==> config.mk <==
export PLATFORM = sky130hd
export DESIGN_NAME = cfu_front
export DESIGN_NICKNAME = d
export VERILOG_FILES = /design/src/design/cfu_pkg.sv /design/src/design/cfu_front.sv
export SDC_FILE = /design/constraint.sdc
export NUM_CORES = 1
export LEC_CHECK = 0
export ABC_AREA = 1
export BUFFER_PORTS_ARGS = -buffer_cell sky130_fd_sc_hd__buf_2
export CAP_MARGIN = 20
export CORE_MARGIN = 5
export CORE_UTILIZATION = 40
export DETAILED_ROUTE_END_ITERATION = 6
export PLACE_DENSITY = 0.63
export SLEW_MARGIN = 20
export SYNTH_ARGS = -nofsm -noshare
export SYNTH_HDL_FRONTEND = slang
export SYNTH_SLANG_ARGS = --single-unit
==> constraint.sdc <==
create_clock -name i_clk -period 6.57 [get_ports i_clk]
set_clock_uncertainty 0.05 [all_clocks]
set_input_delay 0.3285 -clock i_clk [delete_from_list [all_inputs] [get_ports i_clk]]
set_output_delay 0.3285 -clock i_clk [all_outputs]
set_load 0.1 [all_outputs]
==> src/design/cfu_pkg.sv <==
// Shared types and constants of the frequency field codec.
package cfu_pkg;

    localparam int DEF_MAX_FIELD_BYTES = 16;
    localparam int FREQ_W = 54;
    localparam int RES_W = 17;
    localparam int ACC_W = 64;
    localparam int DIV_W = ACC_W + RES_W;
    localparam int NUM_DIGITS = 20;
    localparam int QUEUE_DEPTH = 2;
    localparam int QPTR_W = 1;
    localparam logic [FREQ_W-1:0] FREQ_CAP = 54'd9999999999999999;
    localparam logic [7:0] ASCII_ZERO = 8'h30;
    localparam logic [RES_W-1:0] CENTI_BASE = 17'd100;

    typedef enum logic [1:0] {
        FMT_BCD = 2'd0,
        FMT_BIN = 2'd1,
        FMT_DEC = 2'd2
    } t_fmt;

    typedef enum logic [2:0] {
        REG_FORMAT      = 3'd0,
        REG_LEAST_FIRST = 3'd1,
        REG_LENGTH      = 3'd2,
        REG_RES         = 3'd3,
        REG_FMIN        = 3'd4,
        REG_FMAX        = 3'd5
    } t_reg_idx;

    typedef enum logic {
        OP_ENC = 1'b0,
        OP_DEC = 1'b1
    } t_op;

    typedef enum logic [3:0] {
        B_IDLE,
        B_DEC,
        B_MUL,
        B_C100,
        B_DIVGO,
        B_DIV,
        B_FOUT,
        B_DD,
        B_EMIT
    } t_bstate;

    typedef struct packed {
        logic [1:0]        field_format;
        logic              least_first;
        logic [4:0]        field_length;
        logic [RES_W-1:0]  resolution_centi;
        logic [FREQ_W-1:0] freq_min;
        logic [FREQ_W-1:0] freq_max;
    } t_cfg;

    typedef struct packed {
        t_op               op;
        logic [FREQ_W-1:0] freq;
        logic [7:0]        field_byte;
        logic              field_end;
    } t_cmd;

    typedef struct packed {
        logic              result_kind;
        logic [7:0]        field_byte_out;
        logic              run_end;
        logic [FREQ_W-1:0] freq_out;
        logic              freq_valid;
    } t_res;

endpackage

==> src/design/cfu_front.sv <==
// Front end: accepts stream transfers, classifies them and queues them.
module cfu_front import cfu_pkg::*; (
    input  logic        i_clk,
    input  logic        i_rst_n,
    input  logic        i_valid,
    output logic        o_ready,
    input  logic [63:0] i_data,
    input  logic        i_user,
    input  logic        i_last,
    output logic        o_cmd_valid,
    output t_cmd        o_cmd,
    input  logic        i_cmd_ready
);

    t_cmd              r_mem [QUEUE_DEPTH];
    logic [QPTR_W-1:0] r_wp;
    logic [QPTR_W-1:0] r_rp;
    logic [QPTR_W:0]   r_fill;
    t_cmd              cmd_in;
    logic              push;
    logic              pop;

    always_comb begin
        cmd_in.op         = i_user ? OP_DEC : OP_ENC;
        cmd_in.freq       = i_data[FREQ_W-1:0];
        cmd_in.field_byte = i_data[FREQ_W+7:FREQ_W];
        cmd_in.field_end  = i_last;
    end

    assign o_ready     = (r_fill != (QPTR_W+1)'(QUEUE_DEPTH));
    assign o_cmd_valid = (r_fill != '0);
    assign o_cmd       = r_mem[r_rp];
    assign push        = i_valid && o_ready;
    assign pop         = o_cmd_valid && i_cmd_ready;

    always_ff @(posedge i_clk) begin
        if (push) begin
            r_mem[r_wp] <= cmd_in;
        end
    end

    always_ff @(posedge i_clk) begin
        if (!i_rst_n) begin
            r_wp   <= '0;
            r_rp   <= '0;
            r_fill <= '0;
        end else begin
            if (push) begin
                r_wp <= r_wp + 1'b1;
            end
            if (pop) begin
                r_rp <= r_rp + 1'b1;
            end
            if (push && !pop) begin
                r_fill <= r_fill + 1'b1;
            end else if (pop && !push) begin
                r_fill <= r_fill - 1'b1;
            end
        end
    end

endmodule

==> results.md, run 1 <==
- Post-Synth Adder-Cell Area: less than 1%
- Vias post-DR: roughly 2500
- Synth Warn #: 0
- Crit path kind: reg -> out
- Fin. max-slew vios: 0
- First-pass GRT wire length: 13500 um
- Final WL: 8950 um
- GPL Wtd Cong: about 0.71
- DP HPWL: approximately 5800 um
- Most frequent cells in the layout: buf_2 (133), edfxtp_1 (128), mux2_4 (60), clkbuf_16 (17), nand2_1 (9)
- CP peak stage delay: ~0.79 ns
- Vias in the first global route: roughly 2700
- Gr ovfl total: 0
- Hold Vio Cnt, Final: 0
- Startpoint types: register
- Mapped cell area: 0.00516 sq mm
- Synth Area in XOR/XNOR: 0%
- Synth Area in Compound Gates: less than 1%
- Synthesized instance count: about 240
- Cts hold-fix bufs: 0
- Syn Nets: slightly above 300
- Largest net degree at the start of global routing: 50
- Largest family of logic cells by synthesized area: multiplexers
- Leading cell type in the layout, fill and taps excluded: buf_2
- Hold slack: roughly 0.06 ns
- Post-synthesis mux area share: approximately 18%
- TritonCTS Buffers: 17
- CP cell instances: buf_4, mux2_4, buf_2
- Critical Path AT: approximately 2.5 ns
- Total power: ~3.5 mW
- Routed length per instance: ~16 um
- Hold Crit Class: in -> reg
- Fin crit share: about 44%
- Clk_lat worst skew: about 0.40 ns
- Cell Rows: 41
- # resized after CTS: 0
- Clock sink count: 133
- Clock Path Buffers: 2
- Non-filler cells, final: ~570
- Reg clk slew, reported paths: roughly 0.06 ns
- Die ar.: roughly 0.015 sq mm
- RSZ-0062 raised after global routing: no
- Initial antenna violation count: 2
- H-tree depth: 4
- Starting DRT DRC Count: 129
- Detailed Routing Iterations Pass 1: 4
- Maximum clock rate: about 0.35 GHz
- IO Port Bufs: approximately 130
- DRC Markers: 0
- Diode count: 0
- Area of the core: between 0.01 and 0.015 sq mm
- Die W: ~120 um
- Crit path buf inv count: 2
- Ports: about 140
- Starting Density: between 40% and 50%
- Leakage power: around 2.6 nW
- Post-Synth Simple-Gate Area: around 1.5%
- CTS root buf: clkbuf_16
- Status: finished, final reports clean
- Crit-path leading delay family: buffers and inverters
- Global Route Usage Sum: ~12%
- Library cells used by synthesis: 15
- Area Overhead vs Synth: 26.9%
- Chip Height: 124 um
- CP Capture Type: output port
- Actual slew at the worst max-slew pin: ~0.95 ns
- P per Cell Area: around 530 mW/mm^2
- Post-synthesis sequential area ratio: 76.4%
- Worst Path Required: between 6 and 7 ns
- Synth Register Bits: around 130
- Setup TNS: 0 ns
- Fin crit period: about 2.9 ns
- Max-cap viol count: 0
- Max IR drop VDD: between 0.2 and 0.3 mV
- Setup violators final: 0
- Post-CTS Setup Inserts: 0
- Normalized max-slew margin: about 37%
- Fillers: 1087
- Placed insts: 537
- CP max stage cell: buf_4
- Syn_area_per_cell: 21.9 sq um
- CTS tree: yes
- DR vias/cell: between 4 and 5
- Layout cells sized above 1: ~58%
- Nets@finish: between 400 and 500
- Crit Path Max Fanout: between 40 and 50
- Antenna Nets Post-Route: 0
metrics by stage:
step,worst slack (ns),instance area [sq um],util (%)
3_5_place_dp,4.04,5950,47.2
2_1_floorplan,2.01,5160,-
6_report,3.70,6550,51.9
3_3_place_gp,4.07,5950,47.2
4_1_cts,3.64,6550,51.9
5_1_grt,3.58,6550,51.9
registers in the layout, summed over array words and instances (netlist names), named ones only:
name    count
r_fill      2
r_mem     128
r_rp        1
r_wp        1
path summary, 6_finish.rpt:
kind | slack [ns] | startpoint | cells after the start | to
min | 0.06 | i_data[15] | 1 | r_mem[1][24]
max | 3.70 | register | 3 | o_cmd[0]
max reg2reg | 4.11 | r_fill[0] | 5 | r_mem[1][39]
min reg2reg | 0.46 | r_rp | 2 | register
where the power goes:
part / leakage, nW / switching, mW / total (mW) / internal [mW]
sequential: 1.24 / 0.0444 / 1.12 / 1.08
combinational: 1.08 / 1.10 / 1.39 / 0.292
clock: 0.290 / 0.319 / 0.945 / 0.626
kinds of logic (layout without fill, tap and decap cells):
group           after synthesis  in the layout
flops                       133            133
mux                          64             64
simple gates                 19             19
buf+inv                      15            176
compound gates                4              4
fa+ha+maj                     1              1
synth_stat cells:
cell type	number	area [sq um]
mux2_4	60	901
o21ai_0	2	10.0
nor2_1	8	30.0
edfxtp_1	128	3840
dfxtp_1	5	100
buf_6	1	11.3
o21a_1	1	7.51
nand4_1	1	6.26
ha_1	1	12.5
nand3_1	1	5.00
a21oi_1	1	5.00
nand2_1	9	33.8
mux2_2	4	45.0
buf_12	6	120
inv_1	8	30.0
layer usage:
layer	track usage (%)	routed length (um)
met2	19.0	4320
met1	13.6	3560
met3	6.54	886
met5	0	21
met4	6.44	162
area by class of cell:
cell class	count	area, sq um	area share (%)
multi-input cells	88	1070	16.4
inverters	8	30.0	0.459
well taps	172	215	3.29
clock buffers	19	433	6.61
repair buffers	136	688	10.5
clock inverters	13	163	2.48
flip-flops and latches	133	3950	60.3
No activity file was read; power rests on OpenSTA's default activity.
==> run 2, diff against run 1 <==
--- a/config.mk
+++ b/config.mk
@@ -11,7 +11,7 @@
 export CORE_MARGIN = 5
 export CORE_UTILIZATION = 40
 export DETAILED_ROUTE_END_ITERATION = 6
-export PLACE_DENSITY = 0.63
+export PLACE_DENSITY = 0.66
 export SLEW_MARGIN = 20
 export SYNTH_ARGS = -nofsm -noshare
 export SYNTH_HDL_FRONTEND = slang
==> constraint.sdc (replaced) <==
create_clock -name i_clk -period 2.45 [get_ports i_clk]
set_clock_uncertainty 0.05 [all_clocks]
set_input_delay 0.1225 -clock i_clk [delete_from_list [all_inputs] [get_ports i_clk]]
set_output_delay 0.1225 -clock i_clk [all_outputs]
set_load 0.1 [all_outputs]
==> run 2 against run 1 <==
Net effect:
- setup slack lost 3.3 ns
- routed wire length grew 10%
- cell area grew 10%
- critical endpoint is now o_cmd[48]
- sequential share of layout area shrank 5.5 points
- clock power grew 140%
- hold slack gained 0.038 ns
- utilization grew 5.2 points
- register-to-register slack lost 3.4 ns
- flip-flop and latch count is the same
==> results.md, run 2 (synthesized netlist as in run 1, its figures left out) <==
- Routed length per instance: roughly 16 um
- R2r startpoint: r_fill[0]
- CP peak stage delay: between 0.5 and 0.6 ns
- Largest register FFs: 128
- CTS root buf: clkbuf_16
- Starting DRT DRC Count: about 160
- Max-cap viol count: 0
- Diode count: 0
- Non-filler cells, final: 637
- Critical Path AT: roughly 1.9 ns
- Final WL: 9890 um
- Maximum clock rate: approximately 0.48 GHz
- Worst Reg-to-Reg Cells: 5
- Min-delay src: i_cmd_ready
- Initial antenna violation count: 1
- TritonCTS Buffers: 17
- Worst path depth: 3
- DP HPWL: a little under 6000 um
- Util after Layout: between 50% and 60%
- Normalized max-slew margin: about two thirds
- Flop-to-flop setup slack: 0.71 ns
- RSZ-0062 raised after global routing: no
- CP max stage cell: dfxtp_4
- Pint: slightly above 5 mW
- First-pass GRT wire length: about 15000 um
- Crit path buf inv count: 2
- Clock Path Buffers: 2
- Crit path kind: reg -> out
- Detailed Routing Iterations Pass 1: 4
- Area of the core: 0.0126 sq mm
- Sequential power share: roughly 33%
- Actual slew at the worst max-slew pin: between 0.5 and 0.6 ns
- Biggest regs: r_mem: 128 flops, r_fill: 2 flops
- GPL Wtd Cong: 0.701
- Leakage power: ~2.9 nW
- Crit-path leading delay family: flip-flops
- Hold Vio Cnt, Final: 0
- Hold slack: around 0.097 ns
- Nets@finish: 523
- Starting Density: around two fifths
- H-tree depth: 4
- Hold Crit Depth: 4
- Setup TNS: 0 ns
- Fin. max-slew vios: 0
- Max IR drop VDD: about 1.1 mV
- Fin crit share: 84.7%
- CTS tree: yes
- Total power: 9.16 mW
- Global Route Usage Sum: 13.7%
- Clock power share: between 20% and 30%
- Placed insts: between 500 and 600
- Ports: 136
- CP Capture Type: output port
- DR vias/cell: roughly 4.4
- Cell Rows: 41
- Worst Path Required: approximately 2.3 ns
- Hold Path Sink: r_rp
- Switching Fraction: between 40% and 50%
- Clock sink count: between 100 and 150
- Gr ovfl total: 0
- Status: finished, final reports clean
- Hold Crit Class: in -> reg
- Reg2reg end: r_mem[0][15]
- DRC Markers: 0
- Largest net degree at the start of global routing: 37
- Fin crit period: between 2 and 2.5 ns
- Antenna Nets Post-Route: 0
- IO Port Bufs: around 130
- Leading cell type in the layout, fill and taps excluded: buf_2
- Layout cells sized above 1: 51.0%
- Reg clk slew, reported paths: 0.05 ns
- Vias in the first global route: 3129
- Net Switching: 4.02 mW
- Most frequent cells in the layout: buf_2 (133), edfxtp_1 (128), dlygate4sd3_1 (65), mux2_4 (60), clkbuf_16 (17)
- Die ar.: roughly 0.015 sq mm
- Clk_lat worst skew: around 0.41 ns
- Area Overhead vs Synth: 39.5%
- P per Cell Area: 1270 mW/mm^2
- CP cell instances: buf_12, mux2_2, buf_2
- Die W: 124 um
- Startpoint types: register
- Crit Path Max Fanout: 24
- Vias post-DR: around 2800
- Comb power frac: 42.2%
- Setup violators final: 0
- Chip Height: about 120 um
- Largest Register: r_mem
run 2: cell count changes in the layout (fill, tap and decap cells not counted), moves of 2 or more:
| cell | before | now |
|---|---|---|
| clkinv_1 | 4 | 2 |
| buf_12 | 0 | 2 |
| clkinvlp_4 | 1 | 6 |
| bufinv_16 | 4 | 1 |
| dlygate4sd3_1 | 0 | 65 |
| clkbuf_1 | 2 | 0 |
run 2: worst max-delay path by stage:
| stage | end | slack (ns) |
|---|---|---|
| 3_3_place_gp | r_mem[0][21] | 0.76 |
| 4_1_cts | o_cmd[48] | 0.34 |
| 5_1_grt | o_cmd[43] | 0.29 |
| 2_1_floorplan | r_mem[0][0] | 0.08 |
| 3_5_place_dp | r_mem[0][14] | 0.71 |
| 6_report | o_cmd[48] | 0.37 |
run 2: metrics by stage:
stage               worst slack, ns  instance area, sq um
floorplan                    0.0756                  5180
global placement              0.762                  6010
detailed placement            0.710                  6010
CTS                           0.336                  7200
global route                  0.289                  7200
finish                        0.374                  7200
run 2: power groups by stage:
| stage | logic (mW) | clock network, mW | registers (mW) |
|---|---|---|---|
| 6_report | 3.87 | 2.28 | 3.02 |
| 5_1_grt | 4.01 | 2.46 | 3.05 |
| 3_5_place_dp | 3.81 | 0 | 3.06 |
| 3_3_place_gp | 3.79 | 0 | 3.04 |
| 4_1_cts | 3.89 | 2.34 | 3.02 |
| 2_1_floorplan | 3.44 | 0 | 2.99 |
run 2: final cells by class:
class / instances / area, sq um
clock buffers: 17 / 425
clock inverters: 15 / 116
fillers: 1012 / 5420
inverters: 8 / 30.0
multi-input cells: 88 / 1080
flip-flops and latches: 133 / 3950
well taps: 172 / 215
repair buffers: 204 / 1390
run 2: tightest hold or removal path, delay by kind of cell:
kind	cells	cell delay (ns)
buffers and inverters	1	0.08
AND/OR/NAND/NOR	2	0.15
AO/OA/AOI/OAI	1	0.16
run 2: timing repair:
item | 4_1_cts | 5_1_grt
hold endpoints to repair | 133 | 0
setup buffers | 0 | 0
gates resized for setup | 0 | 0
hold buffers | 65 | 0
run 2: metal layers:
metal  GRT usage (%)  part of all wire [%]  vias up
met5               0                 0.071        -
met4            6.23                   1.7        2
met2            24.0                    53       87
met1            14.9                    38     1358
met3            5.00                   6.4       15
li1                -                     -     1343
