`src/design/cfu_pkg.sv`:
```
// Shared types and constants of the frequency field codec.
package cfu_pkg;

    localparam int DEF_MAX_FIELD_BYTES = 16;
    localparam int FREQ_W = 54;
    localparam int RES_W = 17;
    localparam int ACC_W = 64;
    localparam int DIV_W = ACC_W + RES_W;
    localparam int NUM_DIGITS = 20;
    localparam int QUEUE_DEPTH = 2;
    localparam int QPTR_W = 1;
    localparam logic [FREQ_W-1:0] FREQ_CAP = 54'd9999999999999999;
    localparam logic [7:0] ASCII_ZERO = 8'h30;
    localparam logic [RES_W-1:0] CENTI_BASE = 17'd100;

    typedef enum logic [1:0] {
        FMT_BCD = 2'd0,
        FMT_BIN = 2'd1,
        FMT_DEC = 2'd2
    } t_fmt;

    typedef enum logic [2:0] {
        REG_FORMAT      = 3'd0,
        REG_LEAST_FIRST = 3'd1,
        REG_LENGTH      = 3'd2,
        REG_RES         = 3'd3,
        REG_FMIN        = 3'd4,
        REG_FMAX        = 3'd5
    } t_reg_idx;

    typedef enum logic {
        OP_ENC = 1'b0,
        OP_DEC = 1'b1
    } t_op;

    typedef enum logic [3:0] {
        B_IDLE,
        B_DEC,
        B_MUL,
        B_C100,
        B_DIVGO,
        B_DIV,
        B_FOUT,
        B_DD,
        B_EMIT
    } t_bstate;

    typedef struct packed {
        logic [1:0]        field_format;
        logic              least_first;
        logic [4:0]        field_length;
        logic [RES_W-1:0]  resolution_centi;
        logic [FREQ_W-1:0] freq_min;
        logic [FREQ_W-1:0] freq_max;
    } t_cfg;

    typedef struct packed {
        t_op               op;
        logic [FREQ_W-1:0] freq;
        logic [7:0]        field_byte;
        logic              field_end;
    } t_cmd;

    typedef struct packed {
        logic              result_kind;
        logic [7:0]        field_byte_out;
        logic              run_end;
        logic [FREQ_W-1:0] freq_out;
        logic              freq_valid;
    } t_res;

endpackage

```
`src/design/cfu_div.sv`:
```
// Restoring divider that produces one quotient bit per cycle.
module cfu_div import cfu_pkg::*; (
    input  logic             i_clk,
    input  logic             i_rst_n,
    input  logic             i_start,
    input  logic [DIV_W-1:0] i_dividend,
    input  logic [RES_W-1:0] i_divisor,
    output logic             o_done,
    output logic [DIV_W-1:0] o_quot
);

    localparam int CNT_W = $clog2(DIV_W);

    logic             r_busy;
    logic             r_done;
    logic [CNT_W-1:0] r_cnt;
    logic [RES_W-1:0] r_rem;
    logic [RES_W-1:0] r_dvsr;
    logic [DIV_W-1:0] r_q;
    logic [RES_W:0]   rem_sh;
    logic             ge;
    logic [RES_W:0]   diff;

    always_comb begin
        rem_sh = {r_rem, r_q[DIV_W-1]};
        ge     = (rem_sh >= {1'b0, r_dvsr});
        diff   = rem_sh - {1'b0, r_dvsr};
    end

    always_ff @(posedge i_clk) begin
        if (i_start) begin
            r_q    <= i_dividend;
            r_rem  <= '0;
            r_dvsr <= i_divisor;
        end else if (r_busy) begin
            r_q   <= {r_q[DIV_W-2:0], ge};
            r_rem <= ge ? diff[RES_W-1:0] : rem_sh[RES_W-1:0];
        end
    end

    always_ff @(posedge i_clk) begin
        if (!i_rst_n) begin
            r_busy <= 1'b0;
            r_done <= 1'b0;
            r_cnt  <= '0;
        end else begin
            r_done <= 1'b0;
            if (i_start) begin
                r_busy <= 1'b1;
                r_cnt  <= '0;
            end else if (r_busy) begin
                r_cnt <= r_cnt + 1'b1;
                if (r_cnt == CNT_W'(DIV_W - 1)) begin
                    r_busy <= 1'b0;
                    r_done <= 1'b1;
                end
            end
        end
    end

    assign o_done = r_done;
    assign o_quot = r_q;

endmodule

```
`src/design/cfu_back.sv`:
```
// Back end: decode accumulation, scaling, digit conversion and result output.
module cfu_back import cfu_pkg::*; #(
    parameter int MAX_FIELD_BYTES = DEF_MAX_FIELD_BYTES
) (
    input  logic i_clk,
    input  logic i_rst_n,
    input  t_cfg i_cfg,
    input  logic i_cmd_valid,
    input  t_cmd i_cmd,
    output logic o_cmd_ready,
    output logic o_res_valid,
    output t_res o_res,
    input  logic i_res_ready
);

    localparam int CNT_W = $clog2(MAX_FIELD_BYTES + 1);
    // The decoded product is divided by one hundred nine bits at a time; a partial
    // dividend below 51200 is divided exactly by a reciprocal scaled by 2^23.
    localparam int CHUNK_W = 9;
    localparam int C100_STEPS = DIV_W / CHUNK_W;
    localparam logic [16:0] RECIP_100 = 17'd83887;

    function automatic logic [ACC_W-1:0] sat_add(input logic [ACC_W-1:0] a,
                                                 input logic [ACC_W-1:0] b);
        logic [ACC_W:0] s;
        s = {1'b0, a} + {1'b0, b};
        return s[ACC_W] ? '1 : s[ACC_W-1:0];
    endfunction

    function automatic logic [ACC_W-1:0] mul_base(input logic [ACC_W-1:0] x,
                                                  input logic [1:0] fmt);
        logic [ACC_W+7:0] p;
        case (fmt)
            FMT_BCD: p = ((ACC_W+8)'(x) << 6) + ((ACC_W+8)'(x) << 5) + ((ACC_W+8)'(x) << 2);
            FMT_BIN: p = (ACC_W+8)'(x) << 8;
            default: p = ((ACC_W+8)'(x) << 3) + ((ACC_W+8)'(x) << 1);
        endcase
        return (p[ACC_W+7:ACC_W] != '0) ? '1 : p[ACC_W-1:0];
    endfunction

    function automatic logic [3:0] bcd_digit(input logic [4*NUM_DIGITS-1:0] b,
                                             input int unsigned j);
        return (j < NUM_DIGITS) ? b[4*j +: 4] : 4'd0;
    endfunction

    t_bstate              r_state;
    t_bstate              n_state;
    logic [ACC_W-1:0]     r_acc, n_acc;
    logic [ACC_W-1:0]     r_pw, n_pw;
    logic [4:0]           r_seen, n_seen;
    logic [7:0]           r_byte, n_byte;
    logic                 r_last, n_last;
    logic [DIV_W-1:0]     r_mcand, n_mcand;
    logic [RES_W-1:0]     r_mplier, n_mplier;
    logic [DIV_W-1:0]     r_prod, n_prod;
    logic [RES_W-1:0]     r_dvsr, n_dvsr;
    logic [6:0]           r_cnt, n_cnt;
    logic [6:0]           r_rem100, n_rem100;
    logic [ACC_W-1:0]     r_bin, n_bin;
    logic [4*NUM_DIGITS-1:0] r_bcd, n_bcd;
    logic [ACC_W-1:0]     r_v, n_v;
    logic [CNT_W-1:0]     r_idx, n_idx;
    logic                 r_ov, n_ov;
    t_res                 r_out, n_out;

    logic [6:0]           raw_n;
    logic [CNT_W-1:0]     nbytes;
    logic [RES_W-1:0]     res_nz;
    logic                 out_free;
    logic                 div_start;
    logic                 div_done;
    logic [DIV_W-1:0]     div_q;
    logic [7:0]           dval;
    logic [ACC_W+7:0]     pv;
    logic [ACC_W-1:0]     pv_sat;
    logic [ACC_W-1:0]     acc_new;
    logic [ACC_W-1:0]     pw_new;
    logic                 dec_ok;
    logic [4*NUM_DIGITS-1:0] bcd_adj;
    logic [CNT_W-1:0]     k;
    logic [7:0]           enc_byte;
    logic [FREQ_W-1:0]    fsat;
    logic [15:0]          c_num;
    logic [31:0]          c_prodm;
    logic [CHUNK_W-1:0]   c_q;
    logic [15:0]          c_rm;
    logic [6:0]           c_r;

    cfu_div u_div (
        .i_clk      (i_clk),
        .i_rst_n    (i_rst_n),
        .i_start    (div_start),
        .i_dividend (r_prod),
        .i_divisor  (r_dvsr),
        .o_done     (div_done),
        .o_quot     (div_q)
    );

    // Field size in bytes for the current format and length.
    always_comb begin
        case (i_cfg.field_format)
            FMT_BCD: raw_n = (7'(i_cfg.field_length) + 7'd1) >> 1;
            FMT_BIN: raw_n = 7'(i_cfg.field_length);
            FMT_DEC: raw_n = 7'(i_cfg.field_length);
            default: raw_n = 7'd0;
        endcase
        nbytes = (raw_n > 7'(MAX_FIELD_BYTES)) ? CNT_W'(MAX_FIELD_BYTES) : CNT_W'(raw_n);
        res_nz = (i_cfg.resolution_centi == '0) ? RES_W'(1) : i_cfg.resolution_centi;
    end

    assign out_free    = !r_ov || i_res_ready;
    assign o_cmd_ready = (r_state == B_IDLE);
    assign div_start   = (r_state == B_DIVGO);

    // Per-byte decode arithmetic.
    always_comb begin
        case (i_cfg.field_format)
            FMT_BCD: dval = (8'(r_byte[7:4]) << 3) + (8'(r_byte[7:4]) << 1) + 8'(r_byte[3:0]);
            FMT_BIN: dval = r_byte;
            default: dval = r_byte - ASCII_ZERO;
        endcase
        pv = ((ACC_W+8)'(40'(r_pw[63:32]) * 40'(dval)) << 32)
           + (ACC_W+8)'(40'(r_pw[31:0]) * 40'(dval));
        pv_sat = (pv[ACC_W+7:ACC_W] != '0) ? '1 : pv[ACC_W-1:0];
        dec_ok = (i_cfg.field_format != 2'd3) && (7'(r_seen) < 7'(nbytes));
        acc_new = r_acc;
        pw_new  = r_pw;
        if (dec_ok) begin
            if (i_cfg.least_first) begin
                acc_new = sat_add(r_acc, pv_sat);
                pw_new  = mul_base(r_pw, i_cfg.field_format);
            end else begin
                acc_new = sat_add(mul_base(r_acc, i_cfg.field_format), ACC_W'(dval));
            end
        end
    end

    // One radix-512 step of the division by one hundred.
    always_comb begin
        c_num   = {r_rem100, r_prod[DIV_W-1 -: CHUNK_W]};
        c_prodm = 32'(c_num) * 32'(RECIP_100);
        c_q     = c_prodm[31:23];
        c_rm    = c_num - 16'(c_q) * 16'd100;
        c_r     = c_rm[6:0];
    end

    // Encode byte selection and double-dabble adjust.
    always_comb begin
        for (int d = 0; d < NUM_DIGITS; d++) begin
            bcd_adj[4*d +: 4] = (r_bcd[4*d +: 4] >= 4'd5) ? r_bcd[4*d +: 4] + 4'd3
                                                          : r_bcd[4*d +: 4];
        end
        k = i_cfg.least_first ? r_idx : nbytes - CNT_W'(1) - r_idx;
        case (i_cfg.field_format)
            FMT_BCD: enc_byte = {bcd_digit(r_bcd, 2*int'(k) + 1), bcd_digit(r_bcd, 2*int'(k))};
            FMT_BIN: enc_byte = (int'(k) < 8) ? r_v[8*int'(k) +: 8] : 8'd0;
            FMT_DEC: enc_byte = ASCII_ZERO + {4'd0, bcd_digit(r_bcd, int'(k))};
            default: enc_byte = 8'd0;
        endcase
        fsat = (r_prod > DIV_W'(FREQ_CAP)) ? FREQ_CAP : r_prod[FREQ_W-1:0];
    end

    // Next state.
    always_comb begin
        n_state = r_state;
        case (r_state)
            B_IDLE: begin
                if (i_cmd_valid) begin
                    if (i_cmd.op == OP_ENC) begin
                        n_state = (nbytes == '0) ? B_IDLE : B_DIVGO;
                    end else begin
                        n_state = B_DEC;
                    end
                end
            end
            B_DEC:   n_state = r_last ? B_MUL : B_IDLE;
            B_MUL: begin
                if (r_cnt == 7'(RES_W - 1)) n_state = B_C100;
            end
            B_C100: begin
                if (r_cnt == 7'(C100_STEPS - 1)) n_state = B_FOUT;
            end
            B_DIVGO: n_state = B_DIV;
            B_DIV: begin
                if (div_done) n_state = B_DD;
            end
            B_FOUT: begin
                if (out_free) n_state = B_IDLE;
            end
            B_DD: begin
                if (r_cnt == 7'(ACC_W - 1)) n_state = B_EMIT;
            end
            B_EMIT: begin
                if (out_free && r_idx == nbytes - CNT_W'(1)) n_state = B_IDLE;
            end
            default: n_state = B_IDLE;
        endcase
    end

    // Datapath and result register.
    always_comb begin
        n_acc    = r_acc;
        n_pw     = r_pw;
        n_seen   = r_seen;
        n_byte   = r_byte;
        n_last   = r_last;
        n_mcand  = r_mcand;
        n_mplier = r_mplier;
        n_prod   = r_prod;
        n_dvsr   = r_dvsr;
        n_cnt    = r_cnt;
        n_rem100 = r_rem100;
        n_bin    = r_bin;
        n_bcd    = r_bcd;
        n_v      = r_v;
        n_idx    = r_idx;
        n_out    = r_out;
        n_ov     = r_ov && !i_res_ready;
        case (r_state)
            B_IDLE: begin
                if (i_cmd_valid) begin
                    n_byte   = i_cmd.field_byte;
                    n_last   = i_cmd.field_end;
                    n_prod   = (DIV_W'(i_cmd.freq) << 6) + (DIV_W'(i_cmd.freq) << 5)
                             + (DIV_W'(i_cmd.freq) << 2);
                    n_dvsr   = res_nz;
                    n_idx    = '0;
                end
            end
            B_DEC: begin
                n_seen = (r_seen == 5'd31) ? r_seen : r_seen + 5'd1;
                n_acc  = acc_new;
                n_pw   = pw_new;
                if (r_last) begin
                    n_mcand  = DIV_W'(acc_new);
                    n_mplier = res_nz;
                    n_prod   = '0;
                    n_cnt    = '0;
                    n_acc    = '0;
                    n_pw     = ACC_W'(1);
                    n_seen   = '0;
                end
            end
            B_MUL: begin
                if (r_mplier[0]) n_prod = r_prod + r_mcand;
                n_mcand  = r_mcand << 1;
                n_mplier = r_mplier >> 1;
                n_cnt    = r_cnt + 7'd1;
                if (r_cnt == 7'(RES_W - 1)) begin
                    n_cnt    = '0;
                    n_rem100 = '0;
                end
            end
            B_C100: begin
                // Dividend bits leave at the top while quotient bits enter at the bottom.
                n_prod   = {r_prod[DIV_W-CHUNK_W-1:0], c_q};
                n_rem100 = c_r;
                n_cnt    = r_cnt + 7'd1;
            end
            B_DIV: begin
                if (div_done) begin
                    n_bin = div_q[ACC_W-1:0];
                    n_v   = div_q[ACC_W-1:0];
                    n_bcd = '0;
                    n_cnt = '0;
                end
            end
            B_FOUT: begin
                if (out_free) begin
                    n_ov                 = 1'b1;
                    n_out.result_kind    = 1'b1;
                    n_out.field_byte_out = 8'd0;
                    n_out.run_end        = 1'b0;
                    n_out.freq_out       = fsat;
                    n_out.freq_valid     = (fsat >= i_cfg.freq_min) && (fsat <= i_cfg.freq_max);
                end
            end
            B_DD: begin
                n_bcd = {bcd_adj[4*NUM_DIGITS-2:0], r_bin[ACC_W-1]};
                n_bin = r_bin << 1;
                n_cnt = r_cnt + 7'd1;
            end
            B_EMIT: begin
                if (out_free) begin
                    n_ov                 = 1'b1;
                    n_out.result_kind    = 1'b0;
                    n_out.field_byte_out = enc_byte;
                    n_out.run_end        = (r_idx == nbytes - CNT_W'(1));
                    n_out.freq_out       = '0;
                    n_out.freq_valid     = 1'b0;
                    n_idx                = r_idx + CNT_W'(1);
                end
            end
            default: ;
        endcase
    end

    always_ff @(posedge i_clk) begin
        if (!i_rst_n) begin
            r_state <= B_IDLE;
            r_acc   <= '0;
            r_pw    <= ACC_W'(1);
            r_seen  <= '0;
            r_cnt   <= '0;
            r_idx   <= '0;
            r_ov    <= 1'b0;
        end else begin
            r_state <= n_state;
            r_acc   <= n_acc;
            r_pw    <= n_pw;
            r_seen  <= n_seen;
            r_cnt   <= n_cnt;
            r_idx   <= n_idx;
            r_ov    <= n_ov;
        end
    end

    always_ff @(posedge i_clk) begin
        r_byte   <= n_byte;
        r_last   <= n_last;
        r_mcand  <= n_mcand;
        r_mplier <= n_mplier;
        r_prod   <= n_prod;
        r_dvsr   <= n_dvsr;
        r_rem100 <= n_rem100;
        r_bin    <= n_bin;
        r_bcd    <= n_bcd;
        r_v      <= n_v;
        r_out    <= n_out;
    end

    assign o_res_valid = r_ov;
    assign o_res       = r_out;

endmodule

```
`config.mk`:
```
export PLATFORM = sky130hd
export DESIGN_NAME = cfu_back
export DESIGN_NICKNAME = d
export VERILOG_FILES = /design/src/design/cfu_pkg.sv /design/src/design/cfu_div.sv /design/src/design/cfu_back.sv
export SDC_FILE = /design/constraint.sdc
export NUM_CORES = 2
export LEC_CHECK = 0
export CAP_MARGIN = 20
export CORE_MARGIN = 10
export CORE_UTILIZATION = 41
export CTS_CLUSTER_SIZE = 20
export DETAILED_ROUTE_END_ITERATION = 7
export DONT_BUFFER_PORTS = 1
export GPL_TIMING_DRIVEN = 0
export HOLD_SLACK_MARGIN = 0.06
export PLACE_DENSITY = 0.65
export SLEW_MARGIN = 0
export SYNTH_ARGS = -nofsm -noshare
export SYNTH_HDL_FRONTEND = slang
export SYNTH_SLANG_ARGS = --single-unit
export TNS_END_PERCENT = 50
```
`constraint.sdc`:
```
create_clock -name i_clk -period 21.4 [get_ports i_clk]
set_clock_uncertainty 0.1 [all_clocks]
set_input_delay 2.14 -clock i_clk [delete_from_list [all_inputs] [get_ports i_clk]]
set_output_delay 2.14 -clock i_clk [all_outputs]
set_load 0.01 [all_outputs]
```
==> impl_metrics.tcl <==
set metrics [dict create \
    status "finished, violations left" \
    violations "design-rule violations" \
    dp_hpwl_mm 304 \
    holdWs_ns 0.299 \
    antenna_found_initial 27 \
    grt_pass1_wl_mm 548 \
    timing.rr.start "r_byte[4]" \
    worstHoldPathType "reg2reg" \
    htreeDepth 3 \
    slew_viol_final 0 \
    syn_avg_cell_area_sq_um 8.57 \
    synth.net_count 12900 \
    timing.rr.end "r_mcand[44]" \
    die_width_um 501 \
    syn-cell-area_sq_mm 0.0947 \
    initial_utilization 0.412 \
    cp-end-kind "flop" \
    dieArea_sq_mm 0.251 \
    wl_per_cell_um 26.0 \
    clk_latency_ns 0.78 \
    grt_pass1_vias 84800 \
    cts-root-buf "clkbuf_16" \
    placed_area_sq_mm 0.0991 \
    ys_async_sr_fraction 0 \
    totalWireLength_mm 371 \
    synth_seq_area_share 0.222 \
    start_kind "input pin" \
    irDropWorstVdd_mv 0.434 \
    cpPeakStageDelay_ns 0.73 \
    synthFlopType "edfxtp_1" \
    setup_violations 0 \
    final_nets 13000 \
    synth-edff-count 583 \
    netlist_instances 11100 \
    final_cells 14300 \
    grt_usage 0.285 \
    ys_types 117 \
    drv_cap 0 \
    coreArea_sq_mm 0.230 \
    die_h_um 501 \
    gr-total-overflow 0 \
    finalCritPeriodShare 0.967 \
    max_slew.worst_pin.slew_ns 1.26 \
    power.leakage_nw 45.1 \
    critical_path_class "in2reg" \
    tns_ns 0 \
    startpoint "i_cfg[131]" \
    first_iter_violations 9535 \
    yosys_warnings 0 \
    holdPathEnd "u_div.r_dvsr[1]" \
    crit_arrival_ns 21.04 \
    required_ns 21.75 \
    grt_start_max_net_pins 65 \
    route.vias.total 87700 \
    fmax_mhz 48.3 \
    final_common_cell "nand2_1" \
    numPortBuffers 0 \
    gp_congestion 1.03 \
    hold_start "r_dvsr[1]" \
    power.density_mw_per_mm2 123 \
    cts_buffers 91 \
    cts_tree "built" \
    clkTransAtPathRegs_ns 0.06 \
    layout_common_cells "1383 x nand2_1, 967 x ha_1, 926 x inv_1" \
    hold_violations 0 \
    relSlewSlack 0.158 \
    rsz0062_at_grt "no" \
    crit_fanout 10 \
    syn_to_final_growth_pct 8.16 \
    crit_family "buffers and inverters" \
    holdPathStages 0 \
    ys_seq_elements 759 \
    n_fill_cell 22500 \
    drtAntennaViolNets 0 \
    design_area_sq_mm 0.102 \
    path_buf_inv 18 \
    rr_worst_depth 50 \
    vias_per_cell 6.13 \
    drive_gt1_frac 0.0388 \
    post-route-drc-count 9 \
    rows 176 \
    ioPinCount 268 \
    firstDrtPassIters 8 \
    clock_path_buffers 3 \
    rrSetupSlack_ns 3.72 \
    cts.sinks 759 \
    cp_slowest_cell "clkbuf_1" \
    placed_cells 14100 \
    p_total_w 0.0126 \
    layout_min_cycle_time_ns 20.69 \
    crit_path_frequent_cell "clkbuf_1" \
]
## report_power, final
part / switching (W) / leakage, nW / internal, W / total, W
clock network: 0.000737 / 1.52 / 0.000959 / 0.00170
logic: 0.00487 / 36.9 / 0.00321 / 0.00808
registers: 0.000664 / 6.64 / 0.00215 / 0.00281
total: 0.00627 / 45.1 / 0.00631 / 0.0126
## synthesized netlist by cell type (all sizes together) (27+ instances only)
cell / n / area share
inv: 930 / 0.037
a21boi: 34 / 0.0027
a311oi: 61 / 0.0056
and2: 467 / 0.031
o221ai: 40 / 0.0037
a31oi: 77 / 0.0052
edfxtp: 583 / 0.18
a22oi: 60 / 0.0048
ha: 967 / 0.13
dfxtp: 176 / 0.037
nand4: 162 / 0.011
a222oi: 31 / 0.0033
a21o: 366 / 0.029
a31o: 29 / 0.0027
o31ai: 76 / 0.0061
or2: 71 / 0.0047
nor3: 182 / 0.0097
a32o: 34 / 0.0036
nor4: 45 / 0.0034
or3: 61 / 0.0040
nor2: 605 / 0.024
mux2i: 53 / 0.0056
xor2: 202 / 0.019
o21a: 91 / 0.0072
and4: 33 / 0.0031
a21oi: 834 / 0.044
a221oi: 43 / 0.0040
o21bai: 90 / 0.0071
buf: 79 / 0.0037
a211oi: 96 / 0.0080
o211ai: 99 / 0.0082
xnor2: 297 / 0.027
mux4: 34 / 0.0081
nand2: 1385 / 0.055
nor2b: 107 / 0.0071
o21ai: 593 / 0.031
clkbuf: 455 / 0.018
a221o: 27 / 0.0029
and3: 135 / 0.0089
fa: 646 / 0.14
nand3: 186 / 0.0099
nand2b: 140 / 0.0092
## metrics by stage
step | utilization | setup slack, ns
final | 0.446 | 0.708
after floorplan | - | 5.41
after global routing | 0.445 | 0.0249
after detailed placement | 0.431 | -3.00
after global placement | 0.428 | -3.81
after CTS | 0.445 | 0.0490
## logic make-up after synthesis
family,count (synthesis),synth area share
AO/OA/AOI/OAI,2941,0.204
XOR/XNOR,499,0.0462
adder cells (fa/ha/maj),1613,0.264
buffers and inverters,1467,0.0587
flip-flops,759,0.222
multiplexers,98,0.0150
AND/OR/NAND/NOR,3676,0.189
## per-layer routing
layer,track usage,vias to the layer above,wire (um)
li1,-,39600,-
met1,0.370,42900,151000
met2,0.449,4253,164000
met3,0.0601,856,34600
met4,0.144,10,21900
met5,0,-,66
## final cells by class
cell class | count | area (sq um) | share of cell area
multi-input combinational | 8827 | 68200 | 0.666
sequential | 759 | 21000 | 0.205
tap | 3026 | 3790 | 0.0370
inverter | 933 | 3500 | 0.0342
clock buffer | 108 | 2390 | 0.0234
buffer | 532 | 2080 | 0.0204
clock inverter | 61 | 779 | 0.00761
timing repair buffer | 54 | 621 | 0.00606
antenna | 11 | 27.5 | 0.000269
## how the worst max path moves through the flow
stage / to / cells after the start
after floorplan: r_prod[0] / 4
after global placement: r_mcand[59] / 56
after detailed placement: r_mcand[59] / 57
after CTS: r_mcand[52] / 57
after global routing: r_mcand[17] / 55
final: r_mcand[44] / 52
## sequential cells by signal, summed over array words and instances, names as in the netlist, 4 cells and up
name          count
o_res            65
r_acc            64
r_bcd            80
r_bin            64
r_byte            8
r_cnt             7
r_dvsr           17
r_idx             5
r_mcand          81
r_mplier         17
r_prod           81
r_pw             64
r_rem100          7
r_seen            5
r_state           4
r_v              64
u_div.o_quot     81
u_div.r_cnt       7
u_div.r_dvsr     17
u_div.r_rem      17
## repair_timing
action,CTS,global route
setup buffers,0,0
setup endpoints to repair,128,122
hold buffers,0,0
resized for setup,9,23
Power figures use the tool's default switching activity.
